===== config.mk =====
export PLATFORM = sky130hd
export DESIGN_NAME = leased_resource_pool_allocator_core
export DESIGN_NICKNAME = d
export VERILOG_FILES = /design/src/rtl/lrpa_pkg.sv /design/src/rtl/lrpa_cell.sv /design/src/rtl/leased_resource_pool_allocator_core.sv
export SDC_FILE = /design/constraint.sdc
export NUM_CORES = 2
export LEC_CHECK = 0
export ABC_AREA = 1
export BUFFER_PORTS_ARGS = -buffer_cell sky130_fd_sc_hd__buf_2
export CORE_MARGIN = 2
export CORE_UTILIZATION = 49
export CTS_BUF_LIST = sky130_fd_sc_hd__clkbuf_8
export CTS_CLUSTER_DIAMETER = 120
export DETAILED_ROUTE_END_ITERATION = 10
export HOLD_SLACK_MARGIN = 0.05
export REMOVE_ABC_BUFFERS = 1
export SYNTH_ARGS = -nofsm -noshare
export SYNTH_HDL_FRONTEND = slang
export SYNTH_HIERARCHICAL = 1
export SYNTH_SLANG_ARGS = --single-unit

===== constraint.sdc =====
create_clock -name clk -period 18.4 [get_ports clk]
set_input_delay 0.92 -clock clk [delete_from_list [all_inputs] [get_ports clk]]
set_output_delay 0.92 -clock clk [all_outputs]
set_load 0.05 [all_outputs]

===== src/rtl/lrpa_pkg.sv =====
//------------------------------------------------------------------------------
// lrpa_pkg: shared types and codes for the leased resource pool allocator
// Command, event and client status codes, and the cell control struct.
//------------------------------------------------------------------------------
package lrpa_pkg;

	localparam int MAX_CLIENTS = 16;
	localparam int LEASE_UNIT  = 5;
	// lease / LEASE_UNIT as (lease * LEASE_RECIP) >> LEASE_SHIFT, exact for 11-bit leases
	localparam int LEASE_SHIFT = 13;
	localparam int LEASE_RECIP = ((1 << LEASE_SHIFT) + LEASE_UNIT - 1) / LEASE_UNIT;

	typedef enum logic [1:0] {
		CMD_TAKE = 2'd0,
		CMD_GIVE = 2'd1,
		CMD_TICK = 2'd2,
		CMD_NONE = 2'd3
	} cmd_t;

	typedef enum logic [2:0] {
		EV_GRANTED  = 3'd0,
		EV_BLOCKED  = 3'd1,
		EV_IGNORED  = 3'd2,
		EV_BUSY     = 3'd3,
		EV_RETURNED = 3'd4,
		EV_WOKEN    = 3'd5,
		EV_REVOKED  = 3'd6,
		EV_TICKDONE = 3'd7
	} event_t;

	typedef enum logic [1:0] {
		ST_IDLE    = 2'd0,
		ST_ACTIVE  = 2'd1,
		ST_WAITING = 2'd2
	} status_t;

	typedef enum logic [2:0] {
		S_IDLE,
		S_TICK,
		S_SCAN,
		S_EMIT,
		S_DONE
	} fsm_t;

	// commands from the sequencer to the row of client cells
	typedef struct packed {
		logic       sel_wr;    // write held/lease/status of selected client
		logic [7:0] held_wr;
		logic [7:0] lease_wr;
		status_t    st_wr;
		logic       shift;     // rotate tick token one cell
		logic       tick_dec;  // decrement lease of the cell holding the token
		logic       tok_load;  // place token at cell 0
	} cell_ctl_t;

endpackage


===== src/rtl/lrpa_cell.sv =====
//------------------------------------------------------------------------------
// lrpa_cell: one client entry
// Holds held count, lease and status; passes the tick token to its neighbor.
//------------------------------------------------------------------------------
module lrpa_cell (
	input  logic                clk,
	input  logic                arst_n,
	input  lrpa_pkg::cell_ctl_t ctl,
	input  logic                sel,
	input  logic                tok_in,
	output logic                tok_q,
	output logic [7:0]          held_q,
	output logic [7:0]          lease_q,
	output lrpa_pkg::status_t   st_q
);
	import lrpa_pkg::*;

	logic expire;
	assign expire = tok_q && ctl.tick_dec && st_q == ST_ACTIVE && lease_q == 8'd1;

	always_ff @(posedge clk or negedge arst_n) begin
		if (!arst_n) begin
			tok_q   <= 1'b0;
			held_q  <= '0;
			lease_q <= '0;
			st_q    <= ST_IDLE;
		end else begin
			if (ctl.tok_load) tok_q <= sel;
			else if (ctl.shift) tok_q <= tok_in;
			if (sel && ctl.sel_wr) begin
				held_q  <= ctl.held_wr;
				lease_q <= ctl.lease_wr;
				st_q    <= ctl.st_wr;
			end else if (tok_q && ctl.tick_dec && st_q == ST_ACTIVE && lease_q != 8'd0) begin
				lease_q <= lease_q - 8'd1;
				if (expire) begin
					held_q <= '0;
					st_q   <= ST_IDLE;
				end
			end
		end
	end
endmodule


===== src/rtl/leased_resource_pool_allocator_core.sv =====
//------------------------------------------------------------------------------
// leased_resource_pool_allocator_core: counting semaphore with leased holdings
// Client state lives in a row of cells; a sequencer walks them and the queue.
//------------------------------------------------------------------------------
// channel | direction | handshake           | payload
// in      | input     | in_valid/in_stall   | cmd client count lease_ticks
// out     | output    | out_valid/out_stall | event_res who amount free_now last
// cfg     | input     | cfg_valid/cfg_ready | cfg_data (pool_size)
// A successful give then scans the waiting queue. A tick walks the token through
// all MAX_CLIENTS cells, then scans the queue unless the queue is empty.
// Reset loads free count 8; a stalled result holds the sequencer in place.
//------------------------------------------------------------------------------
module leased_resource_pool_allocator_core (
	input  logic        clk,
	input  logic        arst_n,
	input  logic        in_valid,
	output logic        in_stall,
	input  logic [1:0]  cmd,
	input  logic [3:0]  client,
	input  logic [7:0]  count,
	input  logic [10:0] lease_ticks,
	output logic        out_valid,
	input  logic        out_stall,
	output logic [2:0]  event_res,
	output logic [3:0]  who,
	output logic [7:0]  amount,
	output logic [7:0]  free_now,
	output logic        last,
	input  logic        cfg_valid,
	output logic        cfg_ready,
	input  logic [7:0]  cfg_data
);
	import lrpa_pkg::*;

	localparam int CW = $clog2(MAX_CLIENTS);
	localparam int QW = $clog2(MAX_CLIENTS + 1);

	fsm_t state_q, state_d;
	cell_ctl_t ctl;
	logic [MAX_CLIENTS-1:0] sel, tok;
	logic [7:0] held [MAX_CLIENTS];
	logic [7:0] lease [MAX_CLIENTS];
	status_t st [MAX_CLIENTS];

	logic [7:0] free_q, free_d;
	logic [CW-1:0] wq_q [MAX_CLIENTS];
	logic [QW-1:0] wlen_q, wlen_d, ri_q, ri_d, wk_q, wk_d;
	logic [CW-1:0] idx_q, idx_d;
	logic [CW-1:0] cur;
	logic [QW-1:0] tcnt_q, tcnt_d;
	logic wq_we;
	logic [QW-1:0] wq_wa;
	logic [CW-1:0] wq_wd;
	logic [2:0] ev_q, ev_d;
	logic [3:0] who_q, who_d;
	logic [7:0] amt_q, amt_d;
	logic [7:0] fn_q, fn_d;
	logic last_q, last_d, ov_q, ov_d;
	fsm_t ret_q, ret_d;
	logic [1:0] cmd_s1; logic [3:0] cl_s1; logic [7:0] cnt_s1; logic [10:0] ls_s1;
	logic take_s1;

	genvar g;
	generate
		for (g = 0; g < MAX_CLIENTS; g++) begin : g_cell
			lrpa_cell u_cell (
				.clk(clk), .arst_n(arst_n), .ctl(ctl), .sel(sel[g]),
				.tok_in(tok[(g + MAX_CLIENTS - 1) % MAX_CLIENTS]),
				.tok_q(tok[g]), .held_q(held[g]), .lease_q(lease[g]), .st_q(st[g])
			);
		end
	endgenerate

	always_comb begin
		for (int i = 0; i < MAX_CLIENTS; i++) sel[i] = (cur == CW'(i));
	end

	logic [21:0] prod;
	logic [10:0] per;
	logic [10:0] rem;
	logic [8:0] fsum;
	assign prod = {11'd0, ls_s1} * 22'(LEASE_RECIP);
	assign per = 11'(prod >> LEASE_SHIFT);
	assign rem = ls_s1 - 11'(per * 11'(LEASE_UNIT));
	logic [7:0] cur_held, tok_held, tok_lease; status_t tok_st;
	logic [CW-1:0] qc;
	assign qc = wq_q[ri_q[CW-1:0]];
	assign cur_held = held[cur];
	always_comb begin
		tok_held = '0; tok_lease = '0; tok_st = ST_IDLE;
		for (int i = 0; i < MAX_CLIENTS; i++)
			if (tok[i]) begin tok_held = held[i]; tok_lease = lease[i]; tok_st = st[i]; end
	end
	assign in_stall  = (state_q != S_IDLE) || cfg_valid || ov_q;
	assign cfg_ready = (state_q == S_IDLE) && !out_valid;
	assign out_valid = ov_q;
	assign event_res = ev_q; assign who = who_q; assign amount = amt_q;
	assign free_now = fn_q; assign last = last_q;

	always_comb begin
		logic [7:0] a;
		logic more;
		logic chk_more;
		state_d = state_q; free_d = free_q; wlen_d = wlen_q; ri_d = ri_q; wk_d = wk_q;
		idx_d = idx_q; tcnt_d = tcnt_q; ev_d = ev_q; who_d = who_q; amt_d = amt_q;
		fn_d = fn_q; last_d = last_q; ov_d = ov_q && out_stall; ret_d = ret_q;
		ctl = '0; ctl.st_wr = ST_IDLE; cur = idx_q; wq_we = 1'b0;
		wq_wa = wlen_q; wq_wd = idx_q; a = '0; fsum = '0;
		take_s1 = 1'b0; more = 1'b0; chk_more = 1'b0;
		unique case (state_q)
			S_IDLE: begin
				if (cfg_valid && cfg_ready) free_d = cfg_data;
				else if (in_valid && !in_stall) begin
					state_d = S_EMIT; take_s1 = 1'b1;
				end
			end
			S_EMIT: begin
				// decode the latched command
				cur = cl_s1[CW-1:0];
				ret_d = S_DONE; last_d = 1'b1; amt_d = '0; who_d = cl_s1;
				if (cmd_s1 == CMD_TICK) begin
					ctl.tok_load = 1'b1; cur = '0; tcnt_d = '0;
					state_d = S_TICK; last_d = 1'b0;
				end else if (cmd_s1 == CMD_NONE || {28'd0, cl_s1} >= 32'(MAX_CLIENTS)) begin
					ev_d = EV_IGNORED;
				end else if (cmd_s1 == CMD_TAKE) begin
					if (rem != '0) ev_d = EV_IGNORED;
					else if (st[cur] != ST_IDLE) ev_d = EV_BUSY;
					else begin
						ctl.sel_wr = 1'b1; ctl.held_wr = cnt_s1;
						ctl.lease_wr = (per > 11'd255) ? 8'd255 : per[7:0];
						if (free_q >= cnt_s1) begin
							free_d = free_q - cnt_s1; ctl.st_wr = ST_ACTIVE;
							ev_d = EV_GRANTED; amt_d = cnt_s1;
						end else begin
							ctl.st_wr = ST_WAITING; ev_d = EV_BLOCKED;
							if (wlen_q < QW'(MAX_CLIENTS)) begin
								wq_we = 1'b1; wq_wd = cur; wlen_d = wlen_q + 1'b1;
							end
						end
					end
				end else begin
					if (st[cur] != ST_ACTIVE || cur_held == 8'd0) ev_d = EV_IGNORED;
					else begin
						a = (cnt_s1 > cur_held) ? cur_held : cnt_s1;
						ctl.sel_wr = 1'b1; ctl.held_wr = cur_held - a;
						ctl.lease_wr = lease[cur]; ctl.st_wr = ST_ACTIVE;
						if (cur_held == a) begin ctl.st_wr = ST_IDLE; ctl.lease_wr = '0; end
						fsum = {1'b0, free_q} + {1'b0, a};
						free_d = fsum[8] ? 8'd255 : fsum[7:0];
						ev_d = EV_RETURNED; amt_d = a; ret_d = S_SCAN;
						ri_d = '0; wk_d = '0; last_d = 1'b0;
					end
				end
				if (cmd_s1 != CMD_TICK) begin
					fn_d = free_d; ov_d = 1'b1; state_d = ret_d;
					if (ret_d == S_SCAN) chk_more = 1'b1;
				end
			end
			S_TICK: begin
				if (!ov_q || !out_stall) begin
					if (tcnt_q == QW'(MAX_CLIENTS)) begin
						state_d = S_SCAN; ri_d = '0; wk_d = '0;
						if (wlen_q == '0) begin
							ev_d = EV_TICKDONE; who_d = '0; amt_d = '0; fn_d = free_q;
							last_d = 1'b1; ov_d = 1'b1; state_d = S_DONE;
						end
					end else begin
						ctl.tick_dec = 1'b1; ctl.shift = 1'b1; tcnt_d = tcnt_q + 1'b1;
						if (tok_st == ST_ACTIVE && tok_lease == 8'd1) begin
							fsum = {1'b0, free_q} + {1'b0, tok_held};
							free_d = fsum[8] ? 8'd255 : fsum[7:0];
							ev_d = EV_REVOKED; who_d = 4'(tcnt_q); amt_d = tok_held;
							fn_d = free_d; last_d = 1'b0; ov_d = 1'b1;
						end
					end
				end
			end
			S_SCAN: begin
				cur = qc;
				if (!ov_q || !out_stall) begin
					if (ri_q >= wlen_q) begin
						wlen_d = wk_q;
						if (cmd_s1 == CMD_TICK) begin
							ev_d = EV_TICKDONE; who_d = '0; amt_d = '0; fn_d = free_q;
							last_d = 1'b1; ov_d = 1'b1;
						end
						state_d = S_DONE;
					end else begin
						ri_d = ri_q + 1'b1;
						if (cur_held <= free_q) begin
							free_d = free_q - cur_held;
							ctl.sel_wr = 1'b1; ctl.held_wr = cur_held;
							ctl.lease_wr = lease[cur]; ctl.st_wr = ST_ACTIVE;
							ev_d = EV_WOKEN; who_d = 4'(qc); amt_d = cur_held;
							fn_d = free_d; ov_d = 1'b1; last_d = 1'b0;
							chk_more = (cmd_s1 != CMD_TICK);
						end else begin
							wq_we = 1'b1; wq_wa = wk_q; wq_wd = qc; wk_d = wk_q + 1'b1;
						end
					end
				end
			end
			S_DONE: begin
				if (!ov_q || !out_stall) state_d = S_IDLE;
			end
			default: state_d = S_IDLE;
		endcase
		// a later wake follows only if some other waiting client fits what is left
		for (int i = 0; i < MAX_CLIENTS; i++)
			if (st[i] == ST_WAITING && cur != CW'(i) && held[i] <= free_d) more = 1'b1;
		if (chk_more) last_d = !more;
	end

	always_ff @(posedge clk or negedge arst_n) begin
		if (!arst_n) begin
			state_q <= S_IDLE; free_q <= 8'd8; wlen_q <= '0; ri_q <= '0; wk_q <= '0;
			idx_q <= '0; tcnt_q <= '0; ov_q <= 1'b0; ret_q <= S_DONE;
		end else begin
			state_q <= state_d; free_q <= free_d; wlen_q <= wlen_d; ri_q <= ri_d;
			wk_q <= wk_d; idx_q <= idx_d; tcnt_q <= tcnt_d; ov_q <= ov_d; ret_q <= ret_d;
		end
	end

	always_ff @(posedge clk) begin
		if (take_s1) begin
			cmd_s1 <= cmd; cl_s1 <= client; cnt_s1 <= count; ls_s1 <= lease_ticks;
		end
		if (ov_d && !(ov_q && out_stall)) begin
			ev_q <= ev_d; who_q <= who_d; amt_q <= amt_d; fn_q <= fn_d;
		end
		last_q <= last_d;
		if (wq_we) wq_q[wq_wa[CW-1:0]] <= wq_wd;
	end
endmodule


==> impl_metrics.env <==
export IMPL_timing_final_max_slew_violations=0
export IMPL_row_count=106
export IMPL_ys_seq_area_share_pct=28.6
export IMPL_synthesis_instances=5936
export IMPL_cp_arrival_ns=12.47
export IMPL_slew_headroom_pct=3.33
export IMPL_critical_path_max_fanout=18
export IMPL_cts_tree="built"
export IMPL_postRouteAntennaNets=0
export IMPL_tns_ns=0
export IMPL_cts_setup_buffers=0
export IMPL_crit_type="reg2reg"
export IMPL_initial_core_util_pct=49.4
export IMPL_via_per_inst=5.75
export IMPL_synthTopCellsByArea="dfrtp_1 20%, nand2_1 16%, ha_1 9.6%, edfxtp_1 8.2%, inv_1 6.1%"
export IMPL_syn_area_per_cell_um2=6.94
export IMPL_ys_ff_latch=449
export IMPL_yosys_area_top_type="dfrtp_1"
export IMPL_start_kind="flip-flop"
export IMPL_htreeDepth=3
export IMPL_cts_resized=0
export IMPL_use_met1_pct=48.8
export IMPL_setup_viol=0
export IMPL_clock_latency_ns=0.78
export IMPL_yosysWarnings=6
export IMPL_io_pins=65
export IMPL_cts_root_buf="clkbuf_8"
export IMPL_drv_cap=0
export IMPL_critical_path_slowest_cell="nand2_1"
export IMPL_drc=0
export IMPL_end_kind="flip-flop"
export IMPL_fp_dieH_um=294
export IMPL_final_layout_size_suffix_gt1_share_pct=12.0
export IMPL_wl_per_cell_um=21.4
export IMPL_grt_max_degree=101
export IMPL_coreArea_um2=83400
export IMPL_hold_ws_ns=0.174
export IMPL_cts_sinks=449
export IMPL_grt_pass1_wl_mm=232
export IMPL_min_path_type="in2async"
export IMPL_die_area_um2=86400
export IMPL_path_buf_inv=5
export IMPL_ys_types=70
export IMPL_die_x_um=294
export IMPL_grt_usage_pct=34.9
export IMPL_synth_edf_count=113
export IMPL_synthDominantCellAreaShare_pct=20.3
export IMPL_synth_ff_type="dfrtp_1"
export IMPL_cts_clk_slew_worst_paths_ns=0.07
export IMPL_grt_busiest_layer="met2"
export IMPL_met2_usage_pct=53.2
export IMPL_first_iter_violations=4246
export IMPL_min_period_ns=11.83
export IMPL_grt_pass1_vias=38000
export IMPL_io_buffers=64
export IMPL_skew_ns=0.0575
export IMPL_wirelength_mm=152
export IMPL_place_gp_congestion=0.989
export IMPL_cp_top_family="simple AND/OR/NAND/NOR gates"
export IMPL_first_pass_iters=6
export IMPL_path_common_cell="nand2_1"
export IMPL_clockBufferDepth=3
export IMPL_numCtsBuffers=88
export IMPL_clock_fmax_mhz=84.5
export IMPL_syn_to_final_growth_pct=7.26
export IMPL_dp_hpwl_mm=110
export IMPL_critPathRequiredTime_ns=19.04
export IMPL_worst_pin_slew_ns=1.43
export IMPL_grt_overflow=0
export IMPL_finalHoldViolations=0
export IMPL_hold_buffers=0
export IMPL_status="finished, final reports clean"
export IMPL_fin_crit_sh_pct=64.3
export IMPL_ys_async_sr_fraction_pct=74.8
export IMPL_fin_nets=6349
export IMPL_max_stage_delay_ns=0.63
export IMPL_antenna_found_initial=2
export IMPL_grtUsageMet3_pct=5.33
export IMPL_via_count=40800
export IMPL_syn_area_um2=41200
export IMPL_ff2ff_setup_slack_ns=6.57
export IMPL_rsz0062_at_grt="false"
==> cells by family after synthesis <==
logic type,count (synthesis),share of synthesized area [%]
fa+ha+maj,363,11.9
xor+xnor,52,1.11
buf+inv,927,9.24
compound gates,1065,15.5
simple gates,3080,33.6
flops,449,28.6
==> state kept, by name, summed over array words and instances (netlist names), 5 cells and up <==
name                   cells
wlen_q                     5
free_q                     8
ls_s1                     11
g_cell.u_cell/tok_q       16
cnt_s1                     8
g_cell.u_cell/lease_q    128
g_cell.u_cell/held_q     128
wk_q                       5
tcnt_q                     5
g_cell.u_cell/st_q        32
wq_q                      64
amount                     8
free_now                   8
ri_q                       5
==> cell usage after synthesis, drive strengths merged (23+ instances only) <==
cell type and n:
fa 46, or2 57, inv 716, o22ai 25
nand2 1913, dfrtp 335, nand3 496, o221ai 23
o31ai 39, o211ai 78, a21oi 341, o21ai 478
nor3 38, nor2 489, buf 95, nand4 49
edfxtp 113, ha 317, clkbuf 105, xor2 36
==> final timing paths <==
kind,cells after the start,endpoint,startpoint
worst max-delay path,57,last$_DFFE_PP_,ls_s1[7]$_DFFE_PP_
worst min-delay path,1,g_cell[0].u_cell/held_q[2]$_DFFE_PN0P_,arst_n
worst max register to register,57,last$_DFFE_PP_,ls_s1[7]$_DFFE_PP_
worst min register to register,2,g_cell[1].u_cell/held_q[0]$_DFFE_PN0P_,g_cell[1].u_cell/held_q[0]$_DFFE_PN0P_
max in group asynchronous,3,g_cell[12].u_cell/lease_q[1]$_DFFE_PN0P_,arst_n
min in group clk,1,ls_s1[7]$_DFFE_PP_,lease_ticks[7]
==> per-stage QoR <==
step	setup slack [ns]	std cells	util (%)	area, µm²
2_1_floorplan	8.78	5736	-	40100
3_3_place_gp	6.88	6938	50.8	42400
3_5_place_dp	6.65	6938	50.8	42400
4_1_cts	6.61	7098	53.0	44200
5_1_grt	5.54	7099	53.0	44200
6_report	6.57	7100	53.0	44200
==> final cells by class <==
type                    instances  area [µm²]
diodes                          2        5.00
clock buffers                 105        1450
clock inverters                55         380
fillers                      8337       39200
inverters                     727        2730
multi-input cells            4560       25700
flip-flops and latches        449       11800
well taps                    1080        1350
repair buffers                122         766
==> cells in the final DEF, fill, tap and decap left out, drive strengths merged, types with 5 or more instances in the layout <==
cell type	instances
nand4	49
o2111ai	7
or2	57
nand3b	16
nor3	38
nor2	489
a22oi	5
o211ai	78
edfxtp	113
a21oi	341
nand2	1913
nand3	496
o21a	14
o221ai	23
clkinv	30
o31ai	39
bufinv	5
a211oi	7
clkbuf	105
fa	46
a21o	5
dfrtp	335
nor4	10
a21boi	9
inv	745
o22ai	25
ha	317
xnor2	16
o21bai	9
buf	122
a31oi	6
o21ai	478
xor2	36
==> layer usage <==
| layer | part of all wire [%] | routed length, µm | up-vias |
|---|---|---|---|
| met3 | 8.3 | 12600 | 362 |
| met2 | 43 | 65100 | 1853 |
| met5 | 0 | 0 | - |
| li1 | - | - | 19500 |
| met4 | 4.9 | 7440 | 0 |
| met1 | 44 | 66500 | 19100 |
Power is not shown: default switching activity piles up to over one toggle a cycle in this logic, so the estimate is an artifact.
